==> src/hw/rtl/ohc_pkg.sv <==
// Types, constants and helper functions of the odometry heading block.
// No dependencies.
package ohc_pkg;

	localparam int CIRC_W  = 24;
	localparam int PPR_W   = 16;
	localparam int BASE_W  = 24;
	localparam int CNT_W   = 32;
	localparam int MAG_W   = 55;
	localparam int DIFF_W  = 57;
	localparam int DMAG_W  = 56;
	localparam int MODV_W  = 55;
	localparam int THETA_W = 31;
	localparam int VEC_W   = 32;
	localparam int IDX_W   = 2;
	localparam int QUEUE_DEPTH = 4;
	localparam int CORDIC_STEPS_DEF = 16;

	localparam logic [30:0] Q28_TWO_PI  = 31'd1686629713;
	localparam logic [30:0] Q28_PI      = 31'd843314857;
	localparam logic [30:0] Q28_HALF_PI = 31'd421657428;
	localparam logic signed [VEC_W-1:0] CORDIC_START = 32'sd39796928;

	localparam logic [IDX_W-1:0] REG_CIRC = 2'd0;
	localparam logic [IDX_W-1:0] REG_PPR  = 2'd1;
	localparam logic [IDX_W-1:0] REG_BASE = 2'd2;

	localparam logic [31:0] ATAN_TAB [0:10] = '{
		32'd210828714, 32'd124459457, 32'd65760959, 32'd33381290, 32'd16755422,
		32'd8385879, 32'd4193963, 32'd2097109, 32'd1048571, 32'd524287, 32'd262144
	};

	typedef struct packed {
		logic signed [CNT_W-1:0] left_count;
		logic signed [CNT_W-1:0] right_count;
	} counts_t;

	typedef struct packed {
		logic [7:0] x_msb;
		logic [7:0] x_lsb;
		logic [7:0] z_msb;
		logic [7:0] z_lsb;
		logic [7:0] y_msb;
		logic [7:0] y_lsb;
	} regs_t;

	typedef struct packed {
		logic             neg_l;
		logic [MAG_W-1:0] mag_l;
		logic             neg_r;
		logic [MAG_W-1:0] mag_r;
	} arc_item_t;

	function automatic logic signed [VEC_W-1:0] atan_q28(input int unsigned i);
		logic [31:0] v;
		v = 32'd0;
		if (i < 11) begin
			v = ATAN_TAB[i];
		end else if (i <= 28) begin
			v = 32'd1 << (28 - i);
		end
		return signed'(v);
	endfunction

endpackage

==> src/hw/rtl/ohc_front.sv <==
// Input stage: takes count pairs and forms sign and magnitude of count times circumference.
// Depends on ohc_pkg.
module ohc_front (
	input  logic                    clk,
	input  logic                    arst_n,
	input  logic                    counts_valid,
	output logic                    counts_stall,
	input  ohc_pkg::counts_t        counts,
	input  logic [ohc_pkg::CIRC_W-1:0] circ,
	input  logic                    full,
	output logic                    push,
	output ohc_pkg::arc_item_t      push_data
);
	import ohc_pkg::*;

	counts_t         front_q;
	logic            front_valid_q;
	logic [CNT_W-1:0] mag_l, mag_r;
	logic [CNT_W+CIRC_W-1:0] prod_l, prod_r;
	logic            accept;

	assign push         = front_valid_q && !full;
	assign counts_stall = front_valid_q && full;
	assign accept       = counts_valid && !counts_stall;

	always_ff @(posedge clk or negedge arst_n) begin
		if (!arst_n) begin
			front_valid_q <= 1'b0;
		end else if (accept) begin
			front_valid_q <= 1'b1;
		end else if (push) begin
			front_valid_q <= 1'b0;
		end
	end

	always_ff @(posedge clk) begin
		if (accept) begin
			front_q <= counts;
		end
	end

	assign mag_l  = front_q.left_count[CNT_W-1] ? CNT_W'(-front_q.left_count) :
		CNT_W'(front_q.left_count);
	assign mag_r  = front_q.right_count[CNT_W-1] ? CNT_W'(-front_q.right_count) :
		CNT_W'(front_q.right_count);
	assign prod_l = {{CIRC_W{1'b0}}, mag_l} * {{CNT_W{1'b0}}, circ};
	assign prod_r = {{CIRC_W{1'b0}}, mag_r} * {{CNT_W{1'b0}}, circ};

	assign push_data.neg_l = front_q.left_count[CNT_W-1];
	assign push_data.mag_l = prod_l[MAG_W-1:0];
	assign push_data.neg_r = front_q.right_count[CNT_W-1];
	assign push_data.mag_r = prod_r[MAG_W-1:0];
endmodule

==> config.mk <==
export PLATFORM = sky130hd
export DESIGN_NAME = ohc_front
export DESIGN_NICKNAME = d
export VERILOG_FILES = /design/src/hw/rtl/ohc_pkg.sv /design/src/hw/rtl/ohc_front.sv
export SDC_FILE = /design/constraint.sdc
export NUM_CORES = 2
export LEC_CHECK = 0
export BUFFER_PORTS_ARGS = -buffer_cell sky130_fd_sc_hd__buf_2
export CORE_ASPECT_RATIO = 0.75
export CORE_UTILIZATION = 66
export CTS_BUF_LIST = sky130_fd_sc_hd__clkbuf_16
export CTS_CLUSTER_DIAMETER = 200
export DETAILED_ROUTE_END_ITERATION = 10
export GPL_TIMING_DRIVEN = 0
export PLACE_DENSITY = 0.93
export SYNTH_ARGS = -nofsm -noshare
export SYNTH_HDL_FRONTEND = slang
export SYNTH_SLANG_ARGS = --single-unit
==> constraint.sdc <==
create_clock -name clk -period 14.5 [get_ports clk]
set_input_delay 2.175 -clock clk [delete_from_list [all_inputs] [get_ports clk]]
set_output_delay 2.175 -clock clk [all_outputs]
set_load 0.02 [all_outputs]
==> flow_summary_export.csv <==
group,metric,value,unit
routing,route.detailed.drc,0,
placement,port_buffers,181,
critical_path,cpPeakStageDelay,1.17,ns
timing,worst_slew_pin_slew,1.76,ns
yosys,async_flop_share,0.0154,
die,rows,89,
hold_path,hold_depth,2,
outcome,violations,"max-capacitance violations, max-slew violations",
timing,hold_ws,0.722,ns
grt,grt_max_degree,30,
yosys,yosysTopAreaCell,"fa_1",
timing,skew,0.00959,ns
timing,fmax,69.0,MHz
routing,vias_per_cell,6.21,
critical_path,r2r_cells,3,
cells_and_area,drive_gt1_frac,0.0443,
yosys,yosysWarnings,0,
timing,finalHoldViolations,0,
critical_path,r2r-end,"front_q[41]",
yosys,synth_top_area_frac,0.501,
grt,grt_overflow_total,0,
yosys,ys_seq_elements,65,
yosys,synth-compound-area-share,0.0472,
routing,avgRoutedWirePerCell,26.2,um
routing,vias,44600,
critical_path,path_buf_inv,8,
die,die_x,328,um
clock_network,cts-root-buf,"clkbuf_16",
cells_and_area,syn_to_final_growth,5.51,%
die,dieArea,80700,um2
die,io_pins,206,
yosys,ys_seq_area_frac,0.0371,
timing,post-route-min-period,14.49,ns
grt,grtUsageTotal,0.478,
hold_path,worst_hold_startpoint,"front_valid_q",
grt,grt_pass1_wl,276000,um
critical_path,rrSetupSlack,12.89,ns
die,core,78700,um2
yosys,synth_top_family_by_area,"adder cells",
routing,drtIter0Drc,5768,
cells_and_area,final_common_cell,"inv_1",
timing,setup_viol_count_final,0,
yosys,synth_area_leaders,"fa_1 (50%), inv_1 (10%), and2_1 (8.9%)",
hold_path,whs_endpoint,"front_valid_q",
clock_network,clkSinkCount,65,
grt,antenna_found_initial,41,
yosys,synth_area,52500,um2
placement,gp_congestion,1.11,
timing,slew_headroom,-0.179,
critical_path,critPathKind,"primary input to output pin",
critical_path,cp.required,12.32,ns
timing,final-max-slew-violation-count,65,
yosys,synth_xor_xnor_area_share,0.0262,
critical_path,path_delay_family,"adder cells",
die,initial_core_util,0.667,
yosys,synth-simple-area-share,0.178,
yosys,synth-edff-count,64,
yosys,netlist_instances,5890,
routing,routed_wl,188000,um
outcome,outcome,"finished with violations",
clock_network,cts.htree.levels,3,
clock_network,clkLatencyLatePin,0.39,ns
critical_path,cpMostUsedCell,"fa_1",
clock_network,cts_buffer_depth,2,
die,dieHeight,246,um
grt,grt_pass1_vias,45500,
routing,drt_first_pass_iters,8,
timing,fin_crit_sh,1.00,
routing,ant_nets,0,
cells_and_area,final_cell_mix,"inv_1 (1422), fa_1 (1314), nand2_1 (883), and2_1 (751), ha_1 (356)",
yosys,synthAdderAreaFrac,0.586,
yosys,ys.flop_type,"edfxtp_1",
yosys,avgSynthCellArea,8.92,um2
critical_path,startpoint_type,"primary input",
critical_path,crit_path_top_delay_cell,"clkbuf_1",
job,cap_viol_max_count,7,
hold_path,hold_class,"flop to flop",
cells_and_area,final_nets,7849,
yosys,synth_fp_nets,7652,
critical_path,crit_arrival,12.32,ns
critical_path,critPathLaunch,"circ[11]",
critical_path,cp-end-kind,"output pin",
clock_network,path_clk_slew,0.07,ns
clock_network,cts_tree,"yes",
yosys,synth_mux_area_frac,0.000405,
clock_network,holdBufCountCts,0,
critical_path,regToRegStartpoint,"front_valid_q",
clock_network,cts_made_buffers,9,
placement,hpwlAfterDp,155000,um
critical_path,crit_fanout,14,
yosys,synth_cell_types,73,
==> metrics by stage <==
| step | util | TNS [ns] | setup WS [ns] | cells | instance area, um2 |
|---|---|---|---|---|---|
| 3_3_place_gp | 0.695 | -0.482 | -0.363 | 7117 | 54700 |
| 2_1_floorplan | - | 0 | 2.72 | 5890 | 52500 |
| 4_1_cts | 0.700 | 0 | 0.0862 | 7136 | 55100 |
| 3_5_place_dp | 0.696 | -0.145 | -0.145 | 7120 | 54800 |
| 5_1_grt | 0.703 | -0.0794 | -0.0794 | 7144 | 55300 |
| 6_report | 0.704 | 0 | 0.00620 | 7179 | 55400 |
==> Yosys cell counts, types with 12 or more instances <==
master       n
edfxtp_1    64
a21oi_1    108
nand3_1     42
xor2_1      36
nand2b_1    12
xnor2_1    121
o21bai_1    16
ha_1       356
fa_1      1314
o21ai_0     70
nand4_1     15
nor2_1      68
o31ai_1     19
a21o_1      51
inv_1     1422
nand2_1    883
and3_1      14
a31oi_1     13
nor2b_1     16
clkbuf_1   318
nor3_1      18
and2_1     751
==> layout make-up <==
| cell class | count | area, um2 |
|---|---|---|
| fill | 6034 | 23300 |
| clock buffer | 9 | 225 |
| buffer | 330 | 1290 |
| multi-input combinational | 4073 | 44100 |
| inverter | 1422 | 5340 |
| antenna | 41 | 103 |
| sequential | 65 | 1950 |
| tap | 1046 | 1310 |
| timing repair buffer | 186 | 983 |
| clock inverter | 7 | 70.1 |
==> what timing repair did <==
item / CTS / global route
setup buffers: 0 / 0
cloned: 0 / 0
endpoints found under the setup margin: 7 / 18
resized for setup: 4 / 42
==> worst max-delay path by stage <==
stage / to / slack (ns) / cells after the start
6_report: push_data[53] / 0.006 / 26
5_1_grt: push_data[110] / -0.08 / 35
4_1_cts: push_data[110] / 0.09 / 34
3_5_place_dp: push_data[110] / -0.14 / 29
3_3_place_gp: push_data[110] / -0.36 / 35
2_1_floorplan: push_data[53] / 2.72 / 34
==> cells by family after synthesis <==
family / Yosys count
buffers and inverters: 1752
AO/OA/AOI/OAI: 376
XOR/XNOR: 157
multiplexers: 2
AND/OR/NAND/NOR: 1868
flip-flops: 65
adder cells (fa/ha/maj): 1670
==> layer usage <==
metal  global-route usage  vias to the layer above  part of all wire
li1                     -                    17600                 -
met1                0.605                    21900              0.34
met2                0.674                     4067              0.40
met5               0.0284                        -            0.0037
met3                0.236                     1020              0.18
met4                0.247                       34             0.070
==> flip-flops by register name (all words and copies together) (netlist names) <==
register       cells
push_data          2
front_valid_q      1
front_q           62
==> worst min-delay path, delay by kind of cell, from the launching register on <==
kind             cells  cell delay [ns]
flip-flops           1             0.35
AND/OR/NAND/NOR      2             0.35
Power is not shown: default switching activity piles up to over one toggle a cycle in this logic, so the estimate is an artifact.
