<file path="src/hw/rtl/ohc_pkg.sv">
// Types, constants and helper functions of the odometry heading block.
// No dependencies.
package ohc_pkg;

	localparam int CIRC_W  = 24;
	localparam int PPR_W   = 16;
	localparam int BASE_W  = 24;
	localparam int CNT_W   = 32;
	localparam int MAG_W   = 55;
	localparam int DIFF_W  = 57;
	localparam int DMAG_W  = 56;
	localparam int MODV_W  = 55;
	localparam int THETA_W = 31;
	localparam int VEC_W   = 32;
	localparam int IDX_W   = 2;
	localparam int QUEUE_DEPTH = 4;
	localparam int CORDIC_STEPS_DEF = 16;

	localparam logic [30:0] Q28_TWO_PI  = 31'd1686629713;
	localparam logic [30:0] Q28_PI      = 31'd843314857;
	localparam logic [30:0] Q28_HALF_PI = 31'd421657428;
	localparam logic signed [VEC_W-1:0] CORDIC_START = 32'sd39796928;

	localparam logic [IDX_W-1:0] REG_CIRC = 2'd0;
	localparam logic [IDX_W-1:0] REG_PPR  = 2'd1;
	localparam logic [IDX_W-1:0] REG_BASE = 2'd2;

	localparam logic [31:0] ATAN_TAB [0:10] = '{
		32'd210828714, 32'd124459457, 32'd65760959, 32'd33381290, 32'd16755422,
		32'd8385879, 32'd4193963, 32'd2097109, 32'd1048571, 32'd524287, 32'd262144
	};

	typedef struct packed {
		logic signed [CNT_W-1:0] left_count;
		logic signed [CNT_W-1:0] right_count;
	} counts_t;

	typedef struct packed {
		logic [7:0] x_msb;
		logic [7:0] x_lsb;
		logic [7:0] z_msb;
		logic [7:0] z_lsb;
		logic [7:0] y_msb;
		logic [7:0] y_lsb;
	} regs_t;

	typedef struct packed {
		logic             neg_l;
		logic [MAG_W-1:0] mag_l;
		logic             neg_r;
		logic [MAG_W-1:0] mag_r;
	} arc_item_t;

	function automatic logic signed [VEC_W-1:0] atan_q28(input int unsigned i);
		logic [31:0] v;
		v = 32'd0;
		if (i < 11) begin
			v = ATAN_TAB[i];
		end else if (i <= 28) begin
			v = 32'd1 << (28 - i);
		end
		return signed'(v);
	endfunction

endpackage

</file>
<file path="src/hw/rtl/ohc_cordic.sv">
// Pipelined rotation CORDIC, one iteration a stage, with fold sign and scaling to int16.
// Depends on ohc_pkg.
module ohc_cordic #(
	parameter int CORDIC_STEPS = ohc_pkg::CORDIC_STEPS_DEF
) (
	input  logic                             clk,
	input  logic                             arst_n,
	input  logic                             adv,
	input  logic                             vld_in,
	input  logic signed [ohc_pkg::VEC_W-1:0] theta,
	input  logic                             neg,
	output logic                             vld_out,
	output logic [15:0]                      x_word,
	output logic [15:0]                      y_word
);
	import ohc_pkg::*;

	logic [CORDIC_STEPS:0]   vld_s;
	logic signed [VEC_W-1:0] x_s [CORDIC_STEPS+1];
	logic signed [VEC_W-1:0] y_s [CORDIC_STEPS+1];
	logic signed [VEC_W-1:0] z_s [CORDIC_STEPS+1];
	logic                    n_s [CORDIC_STEPS+1];

	assign vld_s[0] = vld_in;
	assign x_s[0]   = CORDIC_START;
	assign y_s[0]   = '0;
	assign z_s[0]   = theta;
	assign n_s[0]   = neg;

	for (genvar i = 0; i < CORDIC_STEPS; i++) begin : g_iter
		logic signed [VEC_W-1:0] xs, ys, at;

		assign xs = x_s[i] >>> i;
		assign ys = y_s[i] >>> i;
		assign at = atan_q28(i);

		always_ff @(posedge clk or negedge arst_n) begin
			if (!arst_n) begin
				vld_s[i+1] <= 1'b0;
			end else if (adv) begin
				vld_s[i+1] <= vld_s[i];
			end
		end

		always_ff @(posedge clk) begin
			if (adv) begin
				if (z_s[i] >= 0) begin
					x_s[i+1] <= x_s[i] - ys;
					y_s[i+1] <= y_s[i] + xs;
					z_s[i+1] <= z_s[i] - at;
				end else begin
					x_s[i+1] <= x_s[i] + ys;
					y_s[i+1] <= y_s[i] - xs;
					z_s[i+1] <= z_s[i] + at;
				end
				n_s[i+1] <= n_s[i];
			end
		end
	end

	logic signed [VEC_W-1:0] xf, yf, xv;
	logic [VEC_W-1:0]        xm, ym;
	logic [VEC_W-1:0]        xq, yq;

	always_comb begin
		xf = n_s[CORDIC_STEPS] ? -x_s[CORDIC_STEPS] : x_s[CORDIC_STEPS];
		yf = n_s[CORDIC_STEPS] ? -y_s[CORDIC_STEPS] : y_s[CORDIC_STEPS];
		xv = -xf;
		xm = xv[VEC_W-1] ? VEC_W'(-xv) : VEC_W'(xv);
		ym = yf[VEC_W-1] ? VEC_W'(-yf) : VEC_W'(yf);
		xq = xv[VEC_W-1] ? -(xm >> 21) : (xm >> 21);
		yq = yf[VEC_W-1] ? -(ym >> 21) : (ym >> 21);
	end

	assign vld_out = vld_s[CORDIC_STEPS];
	assign x_word  = xq[15:0];
	assign y_word  = yq[15:0];
endmodule

</file>
<file path="config.mk">
export PLATFORM = sky130hd
export DESIGN_NAME = ohc_cordic
export DESIGN_NICKNAME = d
export VERILOG_FILES = /design/src/hw/rtl/ohc_pkg.sv /design/src/hw/rtl/ohc_cordic.sv
export SDC_FILE = /design/constraint.sdc
export NUM_CORES = 2
export LEC_CHECK = 0
export ABC_AREA = 1
export BUFFER_PORTS_ARGS = -buffer_cell sky130_fd_sc_hd__buf_2
export CAP_MARGIN = 10
export CORE_MARGIN = 2
export CORE_UTILIZATION = 40
export CTS_CLUSTER_DIAMETER = 80
export CTS_CLUSTER_SIZE = 30
export DETAILED_ROUTE_END_ITERATION = 10
export HOLD_SLACK_MARGIN = 0.02
export PLACE_DENSITY = 0.55
export SETUP_SLACK_MARGIN = 0.4
export SYNTH_ARGS = -nofsm -noshare
export SYNTH_HDL_FRONTEND = slang
export SYNTH_SLANG_ARGS = --single-unit
export TNS_END_PERCENT = 5
</file>
<file path="constraint.sdc">
create_clock -name clk -period 8.7 [get_ports clk]
set_clock_uncertainty 0.15 [all_clocks]
set_input_delay 0.435 -clock clk [delete_from_list [all_inputs] [get_ports clk]]
set_output_delay 0.435 -clock clk [all_outputs]
set_load 0.01 [all_outputs]
</file>
==> reports/metrics.yaml <==
first_global_vias: 84560
synth_edf_count: 1319
vias_per_cell: 4.998
slew_headroom: 0.05755
dr.pass1.iters: 5
cp_data_required_time_ns: 8.12
final.fill_count: 27970
drive_gt1_frac: 0.03661
syn-cell-area_um2: 112700
synth_top_flop_cell: "edfxtp_1"
synth-xor-area-share: 0.1384
cts_max_level: 3
status: "completed"
final_antenna_net_count: 0
vias: 86470
fmax_ghz: 0.1738
synthCells: 13340
cts.path.max_buffers: 3
finalCritPeriodShare: 0.6615
rsz0062_at_grt: "false"
critical-path-max-stage-delay_ns: 0.66
rr_worst_depth: 20
route.detailed.drc: 0
cap_violations: 0
slowest_stage: "buf_4"
whs_path_depth: 3
die_w_um: 534.9
synth_top_family_by_area: "simple AND/OR/NAND/NOR gates"
synth_top_area_share: 0.3513
end_kind: "output pin"
nets: 14820
fin_setup_tns_ns: 0
clk_latency_ns: 0.79
antenna_found_initial: 1
async_reset_ff_frac: 0.01199
synth_compound_area_frac: 0.1341
crit_fanout: 83
cts_tree: "done"
worstSetupStartpointType: "flip-flop"
clk_transition_reported_paths_ns: 0.07
grt.total_usage: 0.1910
numPortBuffers: 69
ys_seq_area_frac: 0.3549
synthAdderAreaFrac: 0.1472
holdWs_ns: 0.1065
path_common_cell: "nand2_2"
seqCellArea_um2: 40010
cts_root_buffer: "clkbuf_16"
critPathKind: "flip-flop to output pin"
cp_num_cells: 28
core_um2: 279900
hold_path_class: "input port to flip-flop"
cp_data_arrival_time_ns: 5.17
utilization: 0.4364
drv_slew: 0
synth_mux_area_frac: 0.0006548
setup_viol: 0
synth_top_area_cell: "edfxtp_1"
grt_max_degree: 176
dieArea_um2: 286100
grt_pass1_wl_um: 446100
fin_crit_ns: 5.755
num_rows: 194
cp_num_buf_inv: 6
place.gp.congestion: 0.9031
overflow: 0
first_iter_violations: 4945
ys_seq_elements: 1335
final_area_um2: 122100
hpwl_um: 225800
routed_wl_um: 277000
netlist_top_cells_area: "edfxtp_1 (35%), ha_1 (14%), xor2_1 (9.7%)"
yosys.area_share.simple: 0.1639
post_cts_buffers: 0
ys_types: 66
area_growth_pct: 8.340
worst_slew_pin_slew_ns: 1.414
finalHoldViolCount: 0
syn_area_per_cell_um2: 8.453
dpl_cell_area_um2: 117700
die_h_um: 534.9
wl_per_cell_um: 16.01
cts.sinks: 1335
synth-warning-count: 0
io_pins: 70
start_util: 0.4028
cts_made_buffers: 109
multiInputGateArea_um2: 65870
crit_family: "simple AND/OR/NAND/NOR gates"
-- stage by stage --
| stage | instances | setup WS, ns |
|---|---|---|
| floorplan | 13340 | 4.238 |
| global placement | 17060 | 3.089 |
| detailed placement | 17060 | 3.080 |
| CTS | 17300 | 2.798 |
| global route | 17300 | 2.353 |
| finish | 17300 | 2.945 |
-- synth_stat cells (all sizes together), types with 97 or more instances --
cell type  number
nor3          208
o21ai         594
a21o          106
a21boi        162
ha           1254
nand2        2494
clkbuf         97
nand3         392
a31oi         227
xor2         1245
a21oi        1260
edfxtp       1319
xnor2         536
nor2         1146
inv          1687
-- layout by cell type, fill, tap and decap left out, types with 106 or more instances in the layout --
cell type	count
a21o_1	106
nand3_1	379
inv_1	1662
nor3_1	204
a21oi_1	1260
clkbuf_16	111
a31oi_1	227
xnor2_1	536
ha_1	1254
edfxtp_1	1319
nand2_1	2441
xor2_1	1244
nor2_1	1098
a21boi_0	161
o21ai_0	582
-- final timing paths --
check | start | end | slack [ns]
max | n_s[0] | x_word[10] | 2.94
min | theta[29] | z_s[509] | 0.11
max reg2reg | z_s[255] | g_iter[10].xs[19] | 2.99
min reg2reg | n_s[9] | n_s[8] | 0.27
max in group asynchronous | arst_n | vld_s[3] | 7.27
min in group asynchronous | arst_n | vld_s[11] | 0.67
-- cells by family after synthesis --
group | Yosys count
buffers and inverters | 1816
other | 1
AOI/OAI and AO/OA | 2659
adders and majority gates | 1299
and+or+nand+nor | 4438
xor gates and xnor gates | 1781
muxes | 7
DFF | 1335
-- registers in the layout, summed over array words and instances, names as in the netlist --
register,cells
y_s,145
vld_out,1
vld_s,15
z_s,379
x_s,145
n_s,16
g_iter.xs,310
g_iter.ys,324
-- cell type report --
class | instances | share of cell area
sequential | 1335 | 0.3276
clock inverter | 90 | 0.01054
antenna | 1 | 0.00002049
tap | 3724 | 0.03815
inverter | 1691 | 0.05197
multi-input combinational | 10190 | 0.5393
clock buffer | 117 | 0.02293
timing repair buffer | 155 | 0.009486
-- what timing repair did --
action,CTS,global route
hold endpoints to repair,78,0
endpoints found under the setup margin,0,0
hold buffers,36,0
gates resized for setup,0,0
-- worst register-to-register path, cell delays in order, from the launching register on --
cell      delay (ns)
edfxtp_1        0.32
buf_4           0.50
inv_1           0.39
buf_4           0.33
nor2_1          0.15
xor2_1          0.15
inv_1           0.06
ha_1            0.33
nand2_1         0.08
inv_1           0.04
a21oi_1         0.25
o21bai_1        0.10
a21oi_1         0.21
o21ai_0         0.17
a21boi_0        0.35
o21ai_0         0.22
a21boi_0        0.45
o21ai_0         0.23
a21boi_0        0.62
o21ai_0         0.20
xor2_1          0.17
-- layer usage --
| metal | up-vias | wire length [um] | track usage | share of wire |
|---|---|---|---|---|
| met5 | - | 0 | 0 | 0 |
| li1 | 45650 | - | - | - |
| met1 | 39470 | 119300 | 0.2255 | 0.43 |
| met3 | 353 | 6023 | 0.01589 | 0.022 |
| met2 | 996 | 143600 | 0.3655 | 0.52 |
| met4 | 0 | 8065 | 0.05274 | 0.029 |
Power is left out: the tool's default activity adds up to more than one toggle a clock period on the data nets, which glitch-free logic cannot reach.
