### config.mk
export PLATFORM = sky130hd
export DESIGN_NAME = ohc_queue
export DESIGN_NICKNAME = d
export VERILOG_FILES = /design/src/hw/rtl/ohc_pkg.sv /design/src/hw/rtl/ohc_queue.sv
export SDC_FILE = /design/constraint.sdc
export NUM_CORES = 1
export LEC_CHECK = 0
export ABC_CLOCK_PERIOD_IN_PS = 9990
export BUFFER_PORTS_ARGS = -buffer_cell sky130_fd_sc_hd__buf_2
export CORE_MARGIN = 5
export CORE_UTILIZATION = 61
export DETAILED_ROUTE_END_ITERATION = 10
export HOLD_SLACK_MARGIN = 0.12
export PLACE_DENSITY = 0.84
export RECOVER_POWER = 25
export SYNTH_ARGS = -nofsm -noshare
export SYNTH_HDL_FRONTEND = slang
export SYNTH_SLANG_ARGS = --single-unit
### constraint.sdc
create_clock -name clk -period 9.99 [get_ports clk]
set_clock_uncertainty 0.2 [all_clocks]
set_input_delay 2.4975 -clock clk [delete_from_list [all_inputs] [get_ports clk]]
set_output_delay 2.4975 -clock clk [all_outputs]
set_load 0.005 [all_outputs]
### src/hw/rtl/ohc_pkg.sv
// Types, constants and helper functions of the odometry heading block.
// No dependencies.
package ohc_pkg;

	localparam int CIRC_W  = 24;
	localparam int PPR_W   = 16;
	localparam int BASE_W  = 24;
	localparam int CNT_W   = 32;
	localparam int MAG_W   = 55;
	localparam int DIFF_W  = 57;
	localparam int DMAG_W  = 56;
	localparam int MODV_W  = 55;
	localparam int THETA_W = 31;
	localparam int VEC_W   = 32;
	localparam int IDX_W   = 2;
	localparam int QUEUE_DEPTH = 4;
	localparam int CORDIC_STEPS_DEF = 16;

	localparam logic [30:0] Q28_TWO_PI  = 31'd1686629713;
	localparam logic [30:0] Q28_PI      = 31'd843314857;
	localparam logic [30:0] Q28_HALF_PI = 31'd421657428;
	localparam logic signed [VEC_W-1:0] CORDIC_START = 32'sd39796928;

	localparam logic [IDX_W-1:0] REG_CIRC = 2'd0;
	localparam logic [IDX_W-1:0] REG_PPR  = 2'd1;
	localparam logic [IDX_W-1:0] REG_BASE = 2'd2;

	localparam logic [31:0] ATAN_TAB [0:10] = '{
		32'd210828714, 32'd124459457, 32'd65760959, 32'd33381290, 32'd16755422,
		32'd8385879, 32'd4193963, 32'd2097109, 32'd1048571, 32'd524287, 32'd262144
	};

	typedef struct packed {
		logic signed [CNT_W-1:0] left_count;
		logic signed [CNT_W-1:0] right_count;
	} counts_t;

	typedef struct packed {
		logic [7:0] x_msb;
		logic [7:0] x_lsb;
		logic [7:0] z_msb;
		logic [7:0] z_lsb;
		logic [7:0] y_msb;
		logic [7:0] y_lsb;
	} regs_t;

	typedef struct packed {
		logic             neg_l;
		logic [MAG_W-1:0] mag_l;
		logic             neg_r;
		logic [MAG_W-1:0] mag_r;
	} arc_item_t;

	function automatic logic signed [VEC_W-1:0] atan_q28(input int unsigned i);
		logic [31:0] v;
		v = 32'd0;
		if (i < 11) begin
			v = ATAN_TAB[i];
		end else if (i <= 28) begin
			v = 32'd1 << (28 - i);
		end
		return signed'(v);
	endfunction

endpackage

### src/hw/rtl/ohc_queue.sv
// Short queue between the input stage and the arithmetic pipeline.
// Depends on ohc_pkg.
module ohc_queue (
	input  logic               clk,
	input  logic               arst_n,
	input  logic               push,
	input  ohc_pkg::arc_item_t push_data,
	input  logic               pop,
	output logic               full,
	output logic               empty,
	output ohc_pkg::arc_item_t head
);
	import ohc_pkg::*;

	localparam int PTR_W = $clog2(QUEUE_DEPTH);
	localparam int CNT_QW = $clog2(QUEUE_DEPTH + 1);

	arc_item_t         mem_q [QUEUE_DEPTH];
	logic [PTR_W-1:0]  wptr_q, rptr_q;
	logic [CNT_QW-1:0] cnt_q;

	assign full  = cnt_q == CNT_QW'(QUEUE_DEPTH);
	assign empty = cnt_q == '0;
	assign head  = mem_q[rptr_q];

	always_ff @(posedge clk or negedge arst_n) begin
		if (!arst_n) begin
			wptr_q <= '0;
			rptr_q <= '0;
			cnt_q  <= '0;
		end else begin
			if (push) begin
				wptr_q <= (wptr_q == PTR_W'(QUEUE_DEPTH - 1)) ? '0 : wptr_q + 1'b1;
			end
			if (pop) begin
				rptr_q <= (rptr_q == PTR_W'(QUEUE_DEPTH - 1)) ? '0 : rptr_q + 1'b1;
			end
			if (push && !pop) begin
				cnt_q <= cnt_q + 1'b1;
			end else if (pop && !push) begin
				cnt_q <= cnt_q - 1'b1;
			end
		end
	end

	always_ff @(posedge clk) begin
		if (push) begin
			mem_q[wptr_q] <= push_data;
		end
	end
endmodule

==> impl_metrics.toml, run 1 <==
[die]
ios = 230
die_w_um = 175
die_h_um = 175
row_count = 60
core-area_um2 = 26900
die-area_um2 = 30600
start_util_pct = 61.6

[global_route]
grt_pass1_vias = 8057
grt_overflow = 0
grt_util_all_layers_pct = 21.0
antenna_found_initial = 8
grt_max_degree = 73
grt_pass1_wl_um = 48300

[synthesis]
ys_types = 19
ys_warn_count = 0
synth_seq_area_share_pct = 82.3
avgSynthCellArea_um2 = 26.6
synth_area_um2 = 16600
synth_nets = 746
syn_inst = 623
ys_ff_latch = 455

[cts]
post_cts_buffers = 0
clk_path_buf_depth = 3
cts-root-buf = "clkbuf_16"
cts_made_buffers = 44
cts_sinks = 455
cts_tree = "built"
h-tree-depth = 2
cts_resized = 0
clk_latency_ps = 530
ctsHoldBuffers = 0
path_clk_slew_ps = 60

[power_and_ir_drop]
pwr-share-clk_pct = 29.6
vdd.ir_drop.worst_uv = 219
p_leak_nw = 6.49
seq_power_share_pct = 46.4
power_frac_comb_pct = 24.0
power.switching_mw = 1.49
pwr_density_cell_nw_per_um2 = 291
switching_share_pct = 26.4
power.internal_mw = 4.15

[critical_path]
crit_family = "flip-flops"
cp.required_ps = 7290
worstSetupPathType = "reg2out"
path_cells = "buf_4 -> mux4_2 -> buf_2"
cpPeakStageDelay_ps = 1050
worst-path-buf-inv = 2
path_max_fanout = 65
slowest_stage = "dfrtp_4"
endpoint_kind = "primary output"
worstSetupStartpointType = "register"
arrival_ps = 3020

[flow_run]
maxCapViolCount = 0

[routing]
first_iter_violations = 726
vias = 7457
ant_nets = 0
drt-total-wl_um = 31800
post_drt_wl_per_cell_um = 25.3
drc = 0
vias_per_cell = 5.93
first_pass_iters = 7

[place]
dp_slack_ps = 4790
portBuffers = 229
hpwlAfterDp_um = 18300
place_congestion = 0.709

[sta]
tightest_slew_ps = 1110
tns_ps = 0
setup_slack_ps = 4270
fin_crit_ps = 5720
setup_viol = 0
slew_viol_final = 0
hold_viol = 0
slew-limit-headroom_pct = 26.3
rsz0062_at_grt = "false"
timing.fmax_ghz = 0.175
period_share_pct = 57.2

[min_path]
min_path_type = "reg2reg"

[layout]
n_fill_cell = 1558
area_growth_pct = 17.3
seq_area_um2 = 13600
drive_gt1_share_pct = 38.0
nets = 1002
multi_input_area_um2 = 2750
final_util_pct = 72.3

[run_status]
status = "finished, final reports clean"
[placed cells by master (no fill, tap or decap)]
master	instances
xor2_1	2
buf_2	156
nor3b_1	1
nand2_1	2
fa_1	1
dfrtp_1	5
diode_2	2
buf_4	7
mux2_2	3
mux4_2	112
clkinv_2	6
clkbuf_16	45
ha_1	6
edfxtp_1	448
xnor2_1	1
inv_1	4
clkbuf_1	82
inv_6	2
dfrtp_4	2
o21ai_0	2
nor2_1	3
and2_4	4
clkbuf_8	4
clkinvlp_4	1
bufinv_16	6
clkinv_1	9
nor3_1	1
[cell usage after synthesis, drive strengths merged]
cell      n  area share (%)
edfxtp  448              81
mux4    112              15
buf      22            0.98
dfrtp     7             1.1
ha        6            0.45
and2      4            0.15
clkbuf    4           0.091
inv       4           0.091
mux2      3            0.20
nor2      3           0.068
nand2     2           0.045
o21ai     2           0.060
xor2      2            0.11
fa        1            0.12
nor3      1           0.030
nor3b     1           0.045
xnor2     1           0.053
[per-stage QoR]
step | std cells | hold slack (ps) | power, mW | area [µm²]
floorplan | 623 | 256 | 3.50 | 16600
global placement | 1174 | 271 | 3.99 | 18000
detailed placement | 1174 | 290 | 4.04 | 18000
CTS | 1256 | 309 | 5.72 | 19500
global route | 1258 | 320 | 5.91 | 19400
finish | 1258 | 302 | 5.64 | 19400
[final cells by class]
cell class / count / area share, %
sequential: 455 / 70.2
multi-input combinational: 138 / 14.2
clock buffer: 58 / 6.25
timing repair buffer: 236 / 5.70
tap: 341 / 2.20
clock inverter: 24 / 1.38
inverter: 4 / 0.0773
antenna: 2 / 0.0258
[power by group through the flow]
stage	Clock [mW]	Combinational (mW)	Sequential, mW
finish	1.67	1.35	2.62
global route	1.79	1.47	2.65
CTS	1.70	1.40	2.63
detailed placement	0	1.38	2.66
global placement	0	1.36	2.63
floorplan	0	0.937	2.56
[path summary, 6_finish.rpt]
path                            from       endpoint  slack, ps  depth (start not counted)
max                        rptr_q[1]        head[3]       4270                          3
min                         cnt_q[2]       cnt_q[2]        300                          1
max reg2reg                wptr_q[0]  mem_q[0][105]       7190                          4
min reg2reg                 cnt_q[2]       cnt_q[2]        300                          1
max in group asynchronous     arst_n      rptr_q[1]       7560                          1
min in group asynchronous     arst_n      rptr_q[0]       1680                          1
[logic make-up after synthesis]
group / after synthesis / share of synthesized area, %
AND/OR/NAND/NOR: 11 / 0.340
buffers and inverters: 30 / 1.16
flip-flops: 455 / 82.3
XOR/XNOR: 3 / 0.159
multiplexers: 115 / 15.4
AO/OA/AOI/OAI: 2 / 0.0604
adder cells (fa/ha/maj): 7 / 0.574
[sequential cells by signal (all words and copies together) (netlist names)]
register	count
mem_q	448
cnt_q	3
rptr_q	2
wptr_q	2
[per-layer routing]
layer / GRT usage [%] / share of wire, % / vias up
met4: 5.50 / 2.3 / 12
li1: - / - / 3208
met3: 6.51 / 8.6 / 63
met5: 0 / 0.23 / -
met1: 28.2 / 38 / 3865
met2: 34.5 / 51 / 309
Note: power is estimated with default switching activity, not from simulation.
==> inputs of run 2 (changes only) <==
- ABC_CLOCK_PERIOD_IN_PS: 9990 -> 4700
- CORE_UTILIZATION: 61 -> 51
- PLACE_DENSITY: 0.84 -> 0.75
- clock period: 9.99 -> 4.7 ns (I/O delays scaled with it)
==> impl_metrics.toml, run 2 (same netlist as run 1, synthesis figures left out) <==
[place]
placedCellCount = 1285
dp_slack_ps = 1160
portBuffers = 229
place_congestion = 0.699
hpwlAfterDp_um = 18800

[die]
row_count = 66
core-area_um2 = 32300
start_util_pct = 51.3
die_w_um = 190
ios = 230
die-area_um2 = 36200
die_h_um = 190

[global_route]
grt_pass1_wl_um = 47000
grt_max_degree = 71
grtUsageMet1_pct = 22.2
grt_use_met2_pct = 28.3
gr-max-usage-layer = "met2"
antenna_found_initial = 6
grt_use_met3_pct = 6.33
grt_util_all_layers_pct = 17.1
grt_overflow = 0
grt_pass1_vias = 8019

[cts]
clk_latency_ps = 520
ctsHoldBuffers = 0
cts_sinks = 455
post_cts_buffers = 0
cts_tree = "built"
path_clk_slew_ps = 60
cts_resized = 0
clk_path_buf_depth = 3
h-tree-depth = 2
cts-root-buf = "clkbuf_16"
cts_made_buffers = 45

[power_and_ir_drop]
pwr_density_cell_nw_per_um2 = 605
p_leak_nw = 6.54
vdd.ir_drop.worst_uv = 612

[layout]
seq_area_um2 = 13600
mostFrequentLayoutCells = "edfxtp_1, buf_2, mux4_2"
n_fill_cell = 2199
top_register = "mem_q"
antennaDiodeCount = 0
largest_reg_flops = 448
multi_input_area_um2 = 2750
area_growth_pct = 18.6
finalNonFillerCells = 1367
nets = 1013
drive_gt1_share_pct = 38.8
reg_top3 = "mem_q: 448 flops, cnt_q: 3 flops"
layout_commonest_cell = "edfxtp_1"

[sta]
tns_ps = 0
tightest_slew_ps = 859
period_share_pct = 85.8
setup_slack_ps = 667
setup_viol = 0
slew-limit-headroom_pct = 42.7
timing.fmax_ghz = 0.248
slew_viol_final = 0
hold_viol = 0
rsz0062_at_grt = "false"
fin_crit_ps = 4030

[run_status]
status = "finished, final reports clean"

[routing]
vias_per_cell = 5.40
drt-total-wl_um = 30600
drc = 0
vias = 7375
first_iter_violations = 457
first_pass_iters = 5
ant_nets = 0
post_drt_wl_per_cell_um = 22.4

[min_path]
min_delay_path_depth = 1
hp-start = "cnt_q[2]"
min_path_type = "reg2reg"
min_to = "cnt_q[2]"

[critical_path]
arrival_ps = 2660
rr_worst_depth = 4
rr_endpoint = "mem_q[1][88]"
cp.required_ps = 3320
worstSetupPathType = "reg2out"
startpoint = "rptr_q[0]"
rrSetupSlack_ps = 2400
endpoint_kind = "primary output"
path_max_fanout = 37
worstSetupStartpointType = "register"
timing.rr.start = "wptr_q[1]"

[flow_run]
maxCapViolCount = 0
run 2: per-stage QoR:
| step | total power [mW] | hold WS (ps) | instance area, µm² | util (%) |
|---|---|---|---|---|
| after CTS | 12.1 | 262 | 19700 | 61.1 |
| after floorplan | 7.44 | 256 | 16600 | - |
| after global placement | 8.65 | 272 | 18300 | 56.7 |
| after detailed placement | 8.70 | 283 | 18300 | 56.7 |
| after global routing | 12.5 | 316 | 19600 | 60.8 |
| final | 11.9 | 290 | 19600 | 60.8 |
run 2: power breakdown:
| part | total [mW] | internal (mW) | switching [mW] |
|---|---|---|---|
| clock network | 3.38 | 1.99 | 1.39 |
| logic | 3.03 | 1.55 | 1.48 |
| registers | 5.48 | 5.20 | 0.282 |
| total | 11.9 | 8.74 | 3.15 |
run 2: how the worst max path moves through the flow:
stage                       end  depth (start not counted)
floorplan           mem_q[0][0]                          1
global placement       head[12]                          3
detailed placement     head[96]                          3
CTS                    head[96]                          3
global route           head[96]                          3
finish                 head[96]                          3
run 2: routing by layer:
layer | wire (µm) | vias up
met2 | 15100 | 268
li1 | - | 3231
met4 | 486 | 12
met1 | 11900 | 3813
met5 | 68 | -
met3 | 3070 | 51
run 2: layout make-up:
cell class | instances | area share, %
clock inverter | 27 | 1.06
clock buffer | 55 | 6.14
tap | 442 | 2.82
multi-input combinational | 138 | 14.0
inverter | 4 | 0.0764
timing repair buffer | 246 | 6.48
sequential | 455 | 69.4
run 2: worst max-delay path, stage by stage, from the launching register on:
cell	delay [ps]
dfrtp_4	980
buf_4	390
mux4_2	560
buf_2	160
